==> src/hdl/stwp_fifo.sv <==
// ----------------------------------------------------------------------------
// stwp_fifo
// Small register-based word queue with full/empty flags.
// ----------------------------------------------------------------------------
module stwp_fifo #(
    parameter int WIDTH = 8,
    parameter int DEPTH = 2
) (
    input  logic             clk,
    input  logic             rst_n,
    input  logic             wr_en,
    input  logic [WIDTH-1:0] wr_data,
    input  logic             rd_en,
    output logic [WIDTH-1:0] rd_data,
    output logic             full,
    output logic             empty
);

    localparam int PTR_W = (DEPTH > 1) ? $clog2(DEPTH) : 1;
    localparam int CNT_W = $clog2(DEPTH + 1);

    logic [WIDTH-1:0] mem_reg [DEPTH];
    logic [PTR_W-1:0] wr_ptr_reg;
    logic [PTR_W-1:0] wr_ptr_next;
    logic [PTR_W-1:0] rd_ptr_reg;
    logic [PTR_W-1:0] rd_ptr_next;
    logic [CNT_W-1:0] count_reg;
    logic [CNT_W-1:0] count_next;
    logic             do_wr;
    logic             do_rd;

    assign full    = (count_reg == CNT_W'(DEPTH));
    assign empty   = (count_reg == '0);
    assign do_wr   = wr_en && !full;
    assign do_rd   = rd_en && !empty;
    assign rd_data = mem_reg[rd_ptr_reg];

    always_comb
    begin
        wr_ptr_next = wr_ptr_reg;
        rd_ptr_next = rd_ptr_reg;
        count_next  = count_reg;
        if (do_wr)
        begin
            wr_ptr_next = (wr_ptr_reg == PTR_W'(DEPTH - 1)) ? '0 : wr_ptr_reg + 1'b1;
        end
        if (do_rd)
        begin
            rd_ptr_next = (rd_ptr_reg == PTR_W'(DEPTH - 1)) ? '0 : rd_ptr_reg + 1'b1;
        end
        if (do_wr && !do_rd)
        begin
            count_next = count_reg + 1'b1;
        end
        else if (do_rd && !do_wr)
        begin
            count_next = count_reg - 1'b1;
        end
    end

    always_ff @(posedge clk or negedge rst_n)
    begin
        if (!rst_n)
        begin
            wr_ptr_reg <= '0;
            rd_ptr_reg <= '0;
            count_reg  <= '0;
        end
        else
        begin
            wr_ptr_reg <= wr_ptr_next;
            rd_ptr_reg <= rd_ptr_next;
            count_reg  <= count_next;
        end
    end

    always_ff @(posedge clk)
    begin
        if (do_wr)
        begin
            mem_reg[wr_ptr_reg] <= wr_data;
        end
    end

endmodule

==> config.mk <==
export PLATFORM = sky130hd
export DESIGN_NAME = stwp_fifo
export DESIGN_NICKNAME = d
export VERILOG_FILES = /design/src/hdl/stwp_fifo.sv
export SDC_FILE = /design/constraint.sdc
export NUM_CORES = 1
export LEC_CHECK = 0
export ABC_AREA = 1
export BUFFER_PORTS_ARGS = -buffer_cell sky130_fd_sc_hd__buf_4
export CORE_MARGIN = 2
export CORE_UTILIZATION = 44
export DETAILED_ROUTE_END_ITERATION = 12
export PLACE_DENSITY = 0.82
export SYNTH_ARGS = -nofsm -noshare
export SYNTH_HDL_FRONTEND = slang
export SYNTH_SLANG_ARGS = --single-unit
==> constraint.sdc <==
create_clock -name clk -period 1.5 [get_ports clk]
set_clock_uncertainty 0.1 [all_clocks]
set_input_delay 0.225 -clock clk [delete_from_list [all_inputs] [get_ports clk]]
set_output_delay 0.225 -clock clk [all_outputs]
set_load 0.1 [all_outputs]
==> metrics.yaml <==
clockBufferDepth: 2
crit_type: "flip-flop to output pin"
via_count: 626
coreArea_um2: 1730
period_minus_slack_ps: 1520
port_buffers: 21
synth_ff_type: "edfxtp_1"
yosys.area_share.xor_xnor: 0.0108
dp_slack_ps: -6.13
synthAdderAreaFrac: 0.0155
hp-class: "input port to flip-flop"
syn_nets: 86
synth_top_area_share: 0.594
critical_path_buf_inv_count: 2
firstDrtPassIters: 4
critPathMaxStageDelay_ps: 460
violations: "setup timing"
drc: 0
cts_buffers: 3
ys_seq_area_frac: 0.717
cts_root_buf: "clkbuf_4"
grt_overflow_total: 0
synth_common_cells: "nand2_1 (33), edfxtp_1 (16), inv_1 (7), dfrtp_1 (4)"
cp_common_cell: "nand2_2"
fillers: 107
cts_sinks: 20
gp_congestion: 0.735
synth_mux_area_frac: 0
grt_pass1_wl_mm: 2.64
die-area_um2: 2200
rsz0062_at_grt: "yes"
status: "finished, violations left"
setup_viol: 7
grt_pass1_vias: 591
vias_per_cell: 4.82
grtUsageTotal: 0.179
fin_ws_ps: -24.7
nets: 119
cp_cell_sequence: "buf_6 -> nand2_2 -> nand2_2 -> buf_12"
initialDrtViolationCount: 18
synth_largest_area_cell: "edfxtp_1"
ios: 22
synth_edf_count: 16
routedWlPerCell_um: 13.7
insertedDiodeCount: 0
ys_types: 14
ys_async_sr_fraction: 0.200
period_share: 1.02
ys_seq_elements: 20
critPathMaxFanout: 6
tightest_slew_ps: 223
syn_avg_cell_area_um2: 11.1
final-hold-violation-count: 0
yosysMostFrequentCell: "nand2_1"
finalSetupTns_ps: -73.7
antenna_left: 0
drive_gt1_frac: 0.552
largest_register_ffs: 16
h-tree-depth: 1
start_kind: "flip-flop"
synth_top_family_by_area: "simple AND/OR/NAND/NOR gates"
regArea_um2: 584
totalWireLength_mm: 1.79
slew_viol_final: 0
multi_input_area_um2: 268
arrival_ps: 1200
grt_max_degree: 12
relSlewSlack: 0.850
fin_util: 0.751
crit_slowest_cell: "dfrtp_2"
die_h_um: 46.9
areaGrowthSynthToFinish_pct: 60.1
yosysWarnings: 0
worstSkewPairLatency_ps: 280
max_cap_violations: 0
dpl.hpwl_mm: 1.10
initial_utilization: 0.469
antenna_found_initial: 0
cp-end-kind: "output pin"
max_freq_mhz: 656
synthesis.area_um2: 810
synthCells: 73
crit_family: "flip-flops"
clk_pin_slew_ps: 100
synthSimpleGateAreaFrac: 0.201
cts_tree: "yes"
critPathRequiredTime_ps: 1170
die_w_um: 46.9
synth_compound_area_frac: 0.0124
synth_area_leaders: "edfxtp_1 (59%), nand2_1 (15%), dfrtp_1 (12%)"
rows: 15
==> through the flow <==
step	std cells	hold WS (ps)	instance area (um^2)
3_3_place_gp	120	-74.6	1040
3_5_place_dp	120	-77.0	1040
5_1_grt	130	-2.08	1300
6_report	130	19.8	1300
4_1_cts	128	13.1	1220
2_1_floorplan	73	-171	838
==> timing repair <==
item,4_1_cts,5_1_grt
setup buffers,3,1
hold endpoints to repair,4,2
setup endpoints to repair,11,11
pin swaps,0,1
hold buffers,1,1
resized for setup,33,16
==> worst reg2reg max path: stages, from the launching register on <==
cell and delay [ps]:
dfrtp_2 490, nor2_4 190, nor2_4 60, ha_4 220
inv_2 50, nand3_1 70, nand2_1 60, nand2_1 60
==> placed cells by master, fill, tap and decap left out, types with 2 or more instances in the layout <==
cell / synthesis / layout
clkbuf_4: 0 / 3
nand2_2: 0 / 16
dlygate4sd3_1: 0 / 2
buf_12: 0 / 10
dfrtp_2: 0 / 3
nand2_1: 33 / 17
inv_1: 7 / 4
edfxtp_1: 16 / 16
nor2_4: 0 / 3
buf_4: 0 / 16
inv_2: 1 / 3
==> cell families (layout without fill, tap and decap cells) <==
logic type	Yosys count	in the layout
simple gates	40	40
flops	20	20
buf+inv	9	41
compound gates	2	2
fa+ha+maj	1	1
xor+xnor	1	1
==> path summary, 6_finish.rpt <==
check | slack (ps) | from | end | cells past startpoint
worst max register to register | 90 | count_reg[0]$_DFFE_PN0P_ | count_reg[1]$_DFFE_PN0P_ | 7
worst min register to register | 420 | wr_ptr_reg$_DFFE_PN0N_ | wr_ptr_reg$_DFFE_PN0N_ | 2
min in group asynchronous | 190 | rst_n | rd_ptr_reg$_DFFE_PN0P_ | 2
worst min-delay path | 20 | wr_data[1] | mem_reg[0][1]$_DFFE_PP_ | 1
worst max-delay path | -20 | rd_ptr_reg$_DFFE_PN0P_ | rd_data[2] | 4
max in group asynchronous | 990 | rst_n | count_reg[0]$_DFFE_PN0P_ | 2
==> per-layer routing <==
metal,vias up,part of all wire,global-route usage
met2,20,0.60,0.340
met4,0,0.010,0.0500
met1,302,0.36,0.199
met3,2,0.030,0.0385
met5,-,0,0
li1,302,-,-
==> area by class of cell <==
type                       instances  share of cell area
multi-input combinational         44               0.207
inverter                           8              0.0270
sequential                        20               0.451
timing repair buffer              29               0.271
tap                               25              0.0241
clock buffer                       4              0.0203
Power is left out: the tool's default activity adds up to more than one toggle a clock period on the data nets, which glitch-free logic cannot reach.
