File: src/hdl/stwp_pkg.sv
// ----------------------------------------------------------------------------
// stwp_pkg
// Shared types and constants for the section time window profiler.
// ----------------------------------------------------------------------------
package stwp_pkg;

    localparam int MAX_SECTIONS = 16;
    localparam int SEC_W        = 4;
    localparam int SLOT_W       = 32;
    localparam int TOTAL_W      = 40;
    localparam int CNT_W        = 7;
    localparam int WIN_W        = 7;
    localparam int NSEC_W       = 5;

    localparam logic [NSEC_W-1:0] SEC_CAP = NSEC_W'(MAX_SECTIONS);

    localparam logic [1:0] ACT_START = 2'd0;
    localparam logic [1:0] ACT_STOP  = 2'd1;
    localparam logic [1:0] ACT_NEXT  = 2'd2;
    localparam logic [1:0] ACT_QUERY = 2'd3;

    localparam logic [1:0] REG_ENABLE   = 2'd0;
    localparam logic [1:0] REG_WINDOW   = 2'd1;
    localparam logic [1:0] REG_SECTIONS = 2'd2;

    typedef struct packed {
        logic              enable;
        logic [WIN_W-1:0]  window;
        logic [NSEC_W-1:0] sections;
    } prof_cfg_t;

    typedef struct packed {
        logic [1:0]       action;
        logic [SEC_W-1:0] section;
        logic             sec_ok;
    } cmd_t;

    typedef struct packed {
        logic [SEC_W-1:0]   section;
        logic [TOTAL_W-1:0] total;
        logic [TOTAL_W-1:0] average;
        logic [CNT_W-1:0]   count;
    } result_t;

endpackage

File: src/hdl/stwp_fifo.sv
// ----------------------------------------------------------------------------
// stwp_fifo
// Small register-based word queue with full/empty flags.
// ----------------------------------------------------------------------------
module stwp_fifo #(
    parameter int WIDTH = 8,
    parameter int DEPTH = 2
) (
    input  logic             clk,
    input  logic             rst_n,
    input  logic             wr_en,
    input  logic [WIDTH-1:0] wr_data,
    input  logic             rd_en,
    output logic [WIDTH-1:0] rd_data,
    output logic             full,
    output logic             empty
);

    localparam int PTR_W = (DEPTH > 1) ? $clog2(DEPTH) : 1;
    localparam int CNT_W = $clog2(DEPTH + 1);

    logic [WIDTH-1:0] mem_reg [DEPTH];
    logic [PTR_W-1:0] wr_ptr_reg;
    logic [PTR_W-1:0] wr_ptr_next;
    logic [PTR_W-1:0] rd_ptr_reg;
    logic [PTR_W-1:0] rd_ptr_next;
    logic [CNT_W-1:0] count_reg;
    logic [CNT_W-1:0] count_next;
    logic             do_wr;
    logic             do_rd;

    assign full    = (count_reg == CNT_W'(DEPTH));
    assign empty   = (count_reg == '0);
    assign do_wr   = wr_en && !full;
    assign do_rd   = rd_en && !empty;
    assign rd_data = mem_reg[rd_ptr_reg];

    always_comb
    begin
        wr_ptr_next = wr_ptr_reg;
        rd_ptr_next = rd_ptr_reg;
        count_next  = count_reg;
        if (do_wr)
        begin
            wr_ptr_next = (wr_ptr_reg == PTR_W'(DEPTH - 1)) ? '0 : wr_ptr_reg + 1'b1;
        end
        if (do_rd)
        begin
            rd_ptr_next = (rd_ptr_reg == PTR_W'(DEPTH - 1)) ? '0 : rd_ptr_reg + 1'b1;
        end
        if (do_wr && !do_rd)
        begin
            count_next = count_reg + 1'b1;
        end
        else if (do_rd && !do_wr)
        begin
            count_next = count_reg - 1'b1;
        end
    end

    always_ff @(posedge clk or negedge rst_n)
    begin
        if (!rst_n)
        begin
            wr_ptr_reg <= '0;
            rd_ptr_reg <= '0;
            count_reg  <= '0;
        end
        else
        begin
            wr_ptr_reg <= wr_ptr_next;
            rd_ptr_reg <= rd_ptr_next;
            count_reg  <= count_next;
        end
    end

    always_ff @(posedge clk)
    begin
        if (do_wr)
        begin
            mem_reg[wr_ptr_reg] <= wr_data;
        end
    end

endmodule

File: src/hdl/stwp_front.sv
// ----------------------------------------------------------------------------
// stwp_front
// Accepts events, drops those that have no effect, queues the rest.
// ----------------------------------------------------------------------------
module stwp_front #(
    parameter int TIME_BITS = 32
) (
    input  logic                        clk,
    input  logic                        rst_n,
    input  stwp_pkg::prof_cfg_t         cfg,
    input  logic                        busy,
    input  logic                        push,
    output logic                        full,
    input  logic [1:0]                  action,
    input  logic [stwp_pkg::SEC_W-1:0]  section,
    input  logic [TIME_BITS-1:0]        timestamp,
    input  logic                        cmd_pop,
    output logic                        cmd_empty,
    output stwp_pkg::cmd_t              cmd,
    output logic [TIME_BITS-1:0]        cmd_ts
);
    import stwp_pkg::*;

    localparam int CMD_W = $bits(cmd_t) + TIME_BITS;

    logic             q_full;
    logic             accept;
    logic             sec_ok;
    logic             keep;
    cmd_t             in_cmd;
    logic [CMD_W-1:0] q_out;

    assign full   = q_full || busy;
    assign accept = push && !full;
    assign sec_ok = ({1'b0, section} < cfg.sections);
    assign keep   = cfg.enable && ((action != ACT_START) || sec_ok);

    assign in_cmd.action  = action;
    assign in_cmd.section = section;
    assign in_cmd.sec_ok  = sec_ok;

    stwp_fifo #(
        .WIDTH (CMD_W),
        .DEPTH (2)
    ) u_cmd_q (
        .clk     (clk),
        .rst_n   (rst_n),
        .wr_en   (accept && keep),
        .wr_data ({in_cmd, timestamp}),
        .rd_en   (cmd_pop),
        .rd_data (q_out),
        .full    (q_full),
        .empty   (cmd_empty)
    );

    assign cmd    = q_out[CMD_W-1:TIME_BITS];
    assign cmd_ts = q_out[TIME_BITS-1:0];

endmodule

File: config.mk
export PLATFORM = sky130hd
export DESIGN_NAME = stwp_front
export DESIGN_NICKNAME = d
export VERILOG_FILES = /design/src/hdl/stwp_pkg.sv /design/src/hdl/stwp_fifo.sv /design/src/hdl/stwp_front.sv
export SDC_FILE = /design/constraint.sdc
export NUM_CORES = 1
export LEC_CHECK = 0
export BUFFER_PORTS_ARGS = -buffer_cell sky130_fd_sc_hd__buf_2
export CORE_MARGIN = 3
export CORE_UTILIZATION = 45
export CTS_CLUSTER_DIAMETER = 40
export DETAILED_ROUTE_END_ITERATION = 12
export PLACE_DENSITY_LB_ADDON = 0.1
export SLEW_MARGIN = 20
export SYNTH_ARGS = -nofsm -noshare
export SYNTH_HDL_FRONTEND = slang
export SYNTH_SLANG_ARGS = --single-unit
File: constraint.sdc
create_clock -name clk -period 3 [get_ports clk]
set_clock_uncertainty 0.05 [all_clocks]
set_input_delay 0.6 -clock clk [delete_from_list [all_inputs] [get_ports clk]]
set_output_delay 0.6 -clock clk [all_outputs]
set_load 0.01 [all_outputs]
==> flow_metrics.py, run 1 <==
metrics = {
    "logic_synthesis": {
        "ys_warn_count": 0,
        "syn_area_um2": 3112,
        "synthCells": 155,
        "syn_avg_cell_area_um2": 20.08,
        "synth-seq-area-share": 0.7849,
        "ys_types": 18,
        "synth_nets": 215,
        "ys_ff_latch": 82,
    },
    "sta": {
        "drv_slew": 0,
        "tightest_slew_ps": 507.9,
        "finalCritPeriodShare": 0.8051,
        "slew_headroom": 0.6614,
        "finalSetupViolCount": 0,
        "rsz0062_at_grt": "false",
        "fin_setup_tns_ps": 0,
        "hold_viol_final": 0,
        "worst_slack_ps": 584.6,
        "fmax_mhz": 414.0,
        "finalCriticalPeriod_ps": 2415,
        "hold_slack_ps": 398.0,
    },
    "route": {
        "wl_per_cell_um": 15.06,
        "wirelength_um": 5106,
        "drt_iter0_drc": 80,
        "vias_per_cell": 4.853,
        "drt_pre_antenna_iters": 3,
        "route.detailed.drc": 0,
        "antenna_left": 0,
        "num_vias": 1645,
    },
    "place": {
        "dpl_worst_slack_ps": 440.9,
        "dpl-instance-area_um2": 3712,
        "post-dp-hpwl_um": 3440,
        "io_buffer_count": 89,
        "dp_cells": 322,
        "globalplace.congestion": 0.6773,
    },
    "clock_network": {
        "clk_pin_slew_ps": 80,
        "cts.sink_count": 82,
        "cts_tree": "yes",
        "htree_levels": 3,
        "cts-buffers-inserted": 9,
        "clockRootBuffer": "clkbuf_8",
        "cts_setup_buffers": 0,
        "max-clock-path-buffers": 2,
        "clk_latency_ps": 330,
    },
    "power": {
        "power_leakage_nw": 1.539,
        "vdd.ir_drop.worst_mv": 0.3783,
        "power_mw": 3.203,
        "power_density_nw_per_um2": 805.1,
    },
    "floorplan": {
        "start_util": 0.4764,
        "io_pins": 97,
        "dieWidth_um": 89.16,
        "std_cell_rows": 29,
        "core_um2": 6531,
        "die-area_um2": 7949,
        "dieHeight_um": 89.16,
    },
    "cells_and_area": {
        "final_core_util": 0.6092,
        "nets": 317,
        "final_common_cell": "buf_2",
        "num-fill-cells": 512,
        "drive_above_1_share": 0.5954,
        "syn2layout_area_growth_pct": 27.87,
        "fin_cells": 339,
        "largest_register_ffs": 78,
        "layout_common_cells": "89 x buf_2, 78 x edfxtp_1, 39 x mux2_2, 9 x clkbuf_8",
        "fin_area_um2": 3979,
        "antenna-diode-count": 0,
    },
    "worst_setup_path": {
        "cp-start-kind": "register",
        "critical_path_class": "register to primary output",
        "critical_path_required_ps": 2350,
        "crit_arrival_ps": 1770,
        "reg2reg_depth": 7,
        "worstSetupEndpointType": "primary output",
        "crit_fanout": 21,
    },
    "hold_path": {
        "hold_depth": 1,
        "hp-class": "primary input to register",
    },
    "global_route": {
        "grt-ovfl-total": 0,
        "antenna_found_initial": 0,
        "grt_max_degree": 40,
        "grt_usage": 0.1369,
        "grt_pass1_wl_um": 7955,
        "grt_pass1_vias": 1706,
    },
    "outcome": {
        "status": "finished clean",
    },
    "run": {
        "drv_cap": 0,
    },
}
final cells by class:
| class | instances | area, um^2 | share of cell area |
|---|---|---|---|
| inverters | 6 | 22.52 | 0.005660 |
| multi-input cells | 63 | 641.9 | 0.1613 |
| repair buffers | 95 | 518.0 | 0.1302 |
| flip-flops and latches | 82 | 2444 | 0.6141 |
| clock buffers | 10 | 127.6 | 0.03208 |
| well taps | 77 | 96.34 | 0.02421 |
| clock inverters | 6 | 128.9 | 0.03239 |
routing by layer:
layer | vias to the layer above | track usage | share of wire
met5 | - | 0 | 0
li1 | 798 | - | -
met1 | 781 | 0.1653 | 0.43
met2 | 57 | 0.2217 | 0.48
met4 | 0 | 0.06901 | 0.019
met3 | 9 | 0.04332 | 0.071
worst max-delay path, cell delays in order, from the launching register on:
cell and delay, ps:
dfrtp_2 690, buf_12 240, mux2_2 360, buf_2 140
logic make-up after synthesis:
| logic type | synth area share |
|---|---|
| flops | 0.7849 |
| xor+xnor | 0.01408 |
| fa+ha+maj | 0.01608 |
| buf+inv | 0.01367 |
| simple gates | 0.01488 |
| mux | 0.1411 |
| compound gates | 0.01528 |
worst paths after layout:
kind	from	to	slack, ps
max	u_cmd_q.rd_ptr_reg	cmd_ts[18]	580
max reg2reg	u_cmd_q.count_reg[0]	u_cmd_q.mem_reg[0][20]	1220
min reg2reg	u_cmd_q.count_reg[1]	u_cmd_q.count_reg[1]	470
min in group asynchronous	rst_n	u_cmd_q.rd_ptr_reg	550
min	timestamp[28]	u_cmd_q.mem_reg[1][28]	400
max in group asynchronous	rst_n	u_cmd_q.rd_ptr_reg	2220
synth_stat cells:
cell | number | area share
edfxtp_1 | 78 | 0.75
mux2_2 | 39 | 0.14
nor2_1 | 5 | 0.0060
buf_2 | 4 | 0.0064
dfrtp_1 | 4 | 0.032
ha_1 | 4 | 0.016
inv_1 | 4 | 0.0048
xnor2_1 | 3 | 0.0084
a21oi_1 | 2 | 0.0032
inv_2 | 2 | 0.0024
nand2_1 | 2 | 0.0024
xor2_1 | 2 | 0.0056
a21o_1 | 1 | 0.0024
nor2b_4 | 1 | 0.0044
o21ai_0 | 1 | 0.0016
o21ai_2 | 1 | 0.0028
o41ai_2 | 1 | 0.0052
or2_2 | 1 | 0.0020
timing repair:
item,in CTS,in global routing
endpoints found under the hold margin,4,0
gates resized for setup,0,0
hold buffers,1,0
power by group:
part,total [mW],switching (mW),internal [mW]
combinational,0.763,0.349,0.414
sequential,1.45,0.0965,1.36
clock,0.987,0.354,0.633
total,3.20,0.799,2.40
Power figures use the tool's default switching activity.
==> run 2, diff against run 1 <==
--- a/config.mk
+++ b/config.mk
@@ -7,7 +7,7 @@
 export LEC_CHECK = 0
 export BUFFER_PORTS_ARGS = -buffer_cell sky130_fd_sc_hd__buf_2
 export CORE_MARGIN = 3
-export CORE_UTILIZATION = 45
+export CORE_UTILIZATION = 50
 export CTS_CLUSTER_DIAMETER = 40
 export DETAILED_ROUTE_END_ITERATION = 12
 export PLACE_DENSITY_LB_ADDON = 0.1
==> constraint.sdc (replaced) <==
create_clock -name clk -period 2.3 [get_ports clk]
set_clock_uncertainty 0.05 [all_clocks]
set_input_delay 0.46 -clock clk [delete_from_list [all_inputs] [get_ports clk]]
set_output_delay 0.46 -clock clk [all_outputs]
set_load 0.01 [all_outputs]
==> run 2 against run 1 <==
  * Non-clock buffer count up 2
  * Sequential power rose by 26%
  * Critical endpoint is now cmd_ts[7]
  * Core utilization increased by 6.3 points
  * Via count increased by 1.6%
  * Global-route usage up 2.0 points
  * Register-to-register slack worse by 750 ps
  * Largest cell class unchanged
==> flow_metrics.py, run 2 (synthesis results as in run 1) <==
metrics = {
    "cells_and_area": {
        "layout_common_cells": "89 x buf_2, 78 x edfxtp_1, 39 x mux2_2, 9 x clkbuf_8",
        "nets": 319,
        "antenna-diode-count": 0,
        "drive_above_1_share": 0.6098,
        "largest_register_ffs": 78,
        "final_common_cell": "buf_2",
        "syn2layout_area_growth_pct": 29.35,
    },
    "place": {
        "globalplace.congestion": 0.6827,
        "io_buffer_count": 89,
        "post-dp-hpwl_um": 3583,
    },
    "floorplan": {
        "dieHeight_um": 84.89,
        "die-area_um2": 7206,
        "dieWidth_um": 84.89,
        "io_pins": 97,
        "core_um2": 5991,
        "start_util": 0.5194,
        "std_cell_rows": 28,
    },
    "clock_network": {
        "max-clock-path-buffers": 2,
        "clk_pin_slew_ps": 80,
        "cts_setup_buffers": 0,
        "cts_tree": "yes",
        "htree_levels": 3,
        "cts.sink_count": 82,
        "clk_latency_ps": 330,
        "cts-buffers-inserted": 9,
        "clockRootBuffer": "clkbuf_8",
    },
    "global_route": {
        "antenna_found_initial": 0,
        "grt_max_degree": 25,
        "grt_pass1_vias": 1844,
        "grt_pass1_wl_um": 8673,
        "grt-ovfl-total": 0,
        "grt_usage": 0.1574,
    },
    "sta": {
        "drv_slew": 0,
        "hold_viol_final": 0,
        "rsz0062_at_grt": "false",
        "fmax_mhz": 491.0,
        "finalCriticalPeriod_ps": 2037,
        "finalSetupViolCount": 0,
        "finalCritPeriodShare": 0.8855,
        "fin_setup_tns_ps": 0,
        "slew_headroom": 0.7842,
        "tightest_slew_ps": 320.3,
    },
    "worst_setup_path": {
        "path_cells": "buf_4, mux2_2, buf_2",
        "cp-start-kind": "register",
        "slowest_stage": "mux2_2",
        "slowest_delay_ps": 370,
        "crit_fanout": 24,
        "critical_path_required_ps": 1790,
        "crit_arrival_ps": 1530,
        "crit_buf_inv": 2,
        "worstSetupEndpointType": "primary output",
        "critPathTopFamily": "buffers and inverters",
        "critical_path_class": "register to primary output",
    },
    "power": {
        "vdd.ir_drop.worst_mv": 0.6862,
        "power_density_nw_per_um2": 1019,
        "power_leakage_nw": 1.541,
        "power_mw": 4.101,
    },
    "route": {
        "route.detailed.drc": 0,
        "wirelength_um": 5258,
        "drt_pre_antenna_iters": 4,
        "num_vias": 1671,
        "vias_per_cell": 4.929,
        "antenna_left": 0,
        "drt_iter0_drc": 51,
        "wl_per_cell_um": 15.51,
    },
    "run": {
        "drv_cap": 0,
    },
    "outcome": {
        "status": "finished clean",
    },
    "hold_path": {
        "hp-class": "primary input to register",
    },
}
## run 2: cell types whose count changed in the layout (fill, tap and decap cells not counted), sizes merged
cell      previous run  this run
clkbuf              10        11
clkinvlp             0         1
buf                 94        96
bufinv               4         3
clkinv               2         1
## run 2: final timing paths
path,startpoint,end,slack (ps),cells after the start
setup / recovery,u_cmd_q.rd_ptr_reg,cmd_ts[7],260,3
setup reg to reg,u_cmd_q.count_reg[0],u_cmd_q.mem_reg[0][20],470,7
hold reg to reg,u_cmd_q.count_reg[1],u_cmd_q.count_reg[1],470,1
hold / removal,timestamp[26],u_cmd_q.mem_reg[0][26],260,1
min in group asynchronous,rst_n,u_cmd_q.count_reg[1],410,2
max in group asynchronous,rst_n,u_cmd_q.rd_ptr_reg,1650,2
## run 2: final cells by class
type	instances	area (um^2)
fill	443	1966
clock inverter	5	102.6
multi-input combinational	63	673.1
inverter	6	22.52
tap	75	93.84
sequential	82	2444
timing repair buffer	97	558.0
clock buffer	11	131.4
## run 2: where the power goes
part / internal, mW / switching, mW / leakage [nW]
Clock: 0.720 / 0.477 / 0.114
Sequential: 1.77 / 0.0536 / 0.751
Combinational: 0.547 / 0.532 / 0.676
Total: 3.04 / 1.06 / 1.54
## run 2: metal layers
| layer | vias to the layer above | share of wire | GRT usage |
|---|---|---|---|
| met3 | 7 | 0.068 | 0.05340 |
| met5 | - | 0 | 0 |
| li1 | 804 | - | - |
| met2 | 60 | 0.48 | 0.2591 |
| met1 | 800 | 0.44 | 0.1996 |
| met4 | 0 | 0.010 | 0.04748 |
## run 2: timing repair
item | in CTS | in global routing
hold buffers | 1 | 0
gates resized for setup | 0 | 0
hold endpoints to repair | 4 | 0
## run 2: through the flow
stage	util	instances	cell area (um^2)	hold slack [ps]	setup WS, ps
6_report	0.6719	339	4025	255.6	263.4
5_1_grt	0.6719	339	4025	232.4	169.3
4_1_cts	0.6719	339	4025	236.2	225.3
3_5_place_dp	0.6312	322	3781	224.9	28.88
3_3_place_gp	0.6312	322	3781	222.1	26.37
2_1_floorplan	-	155	3158	114.4	8.254
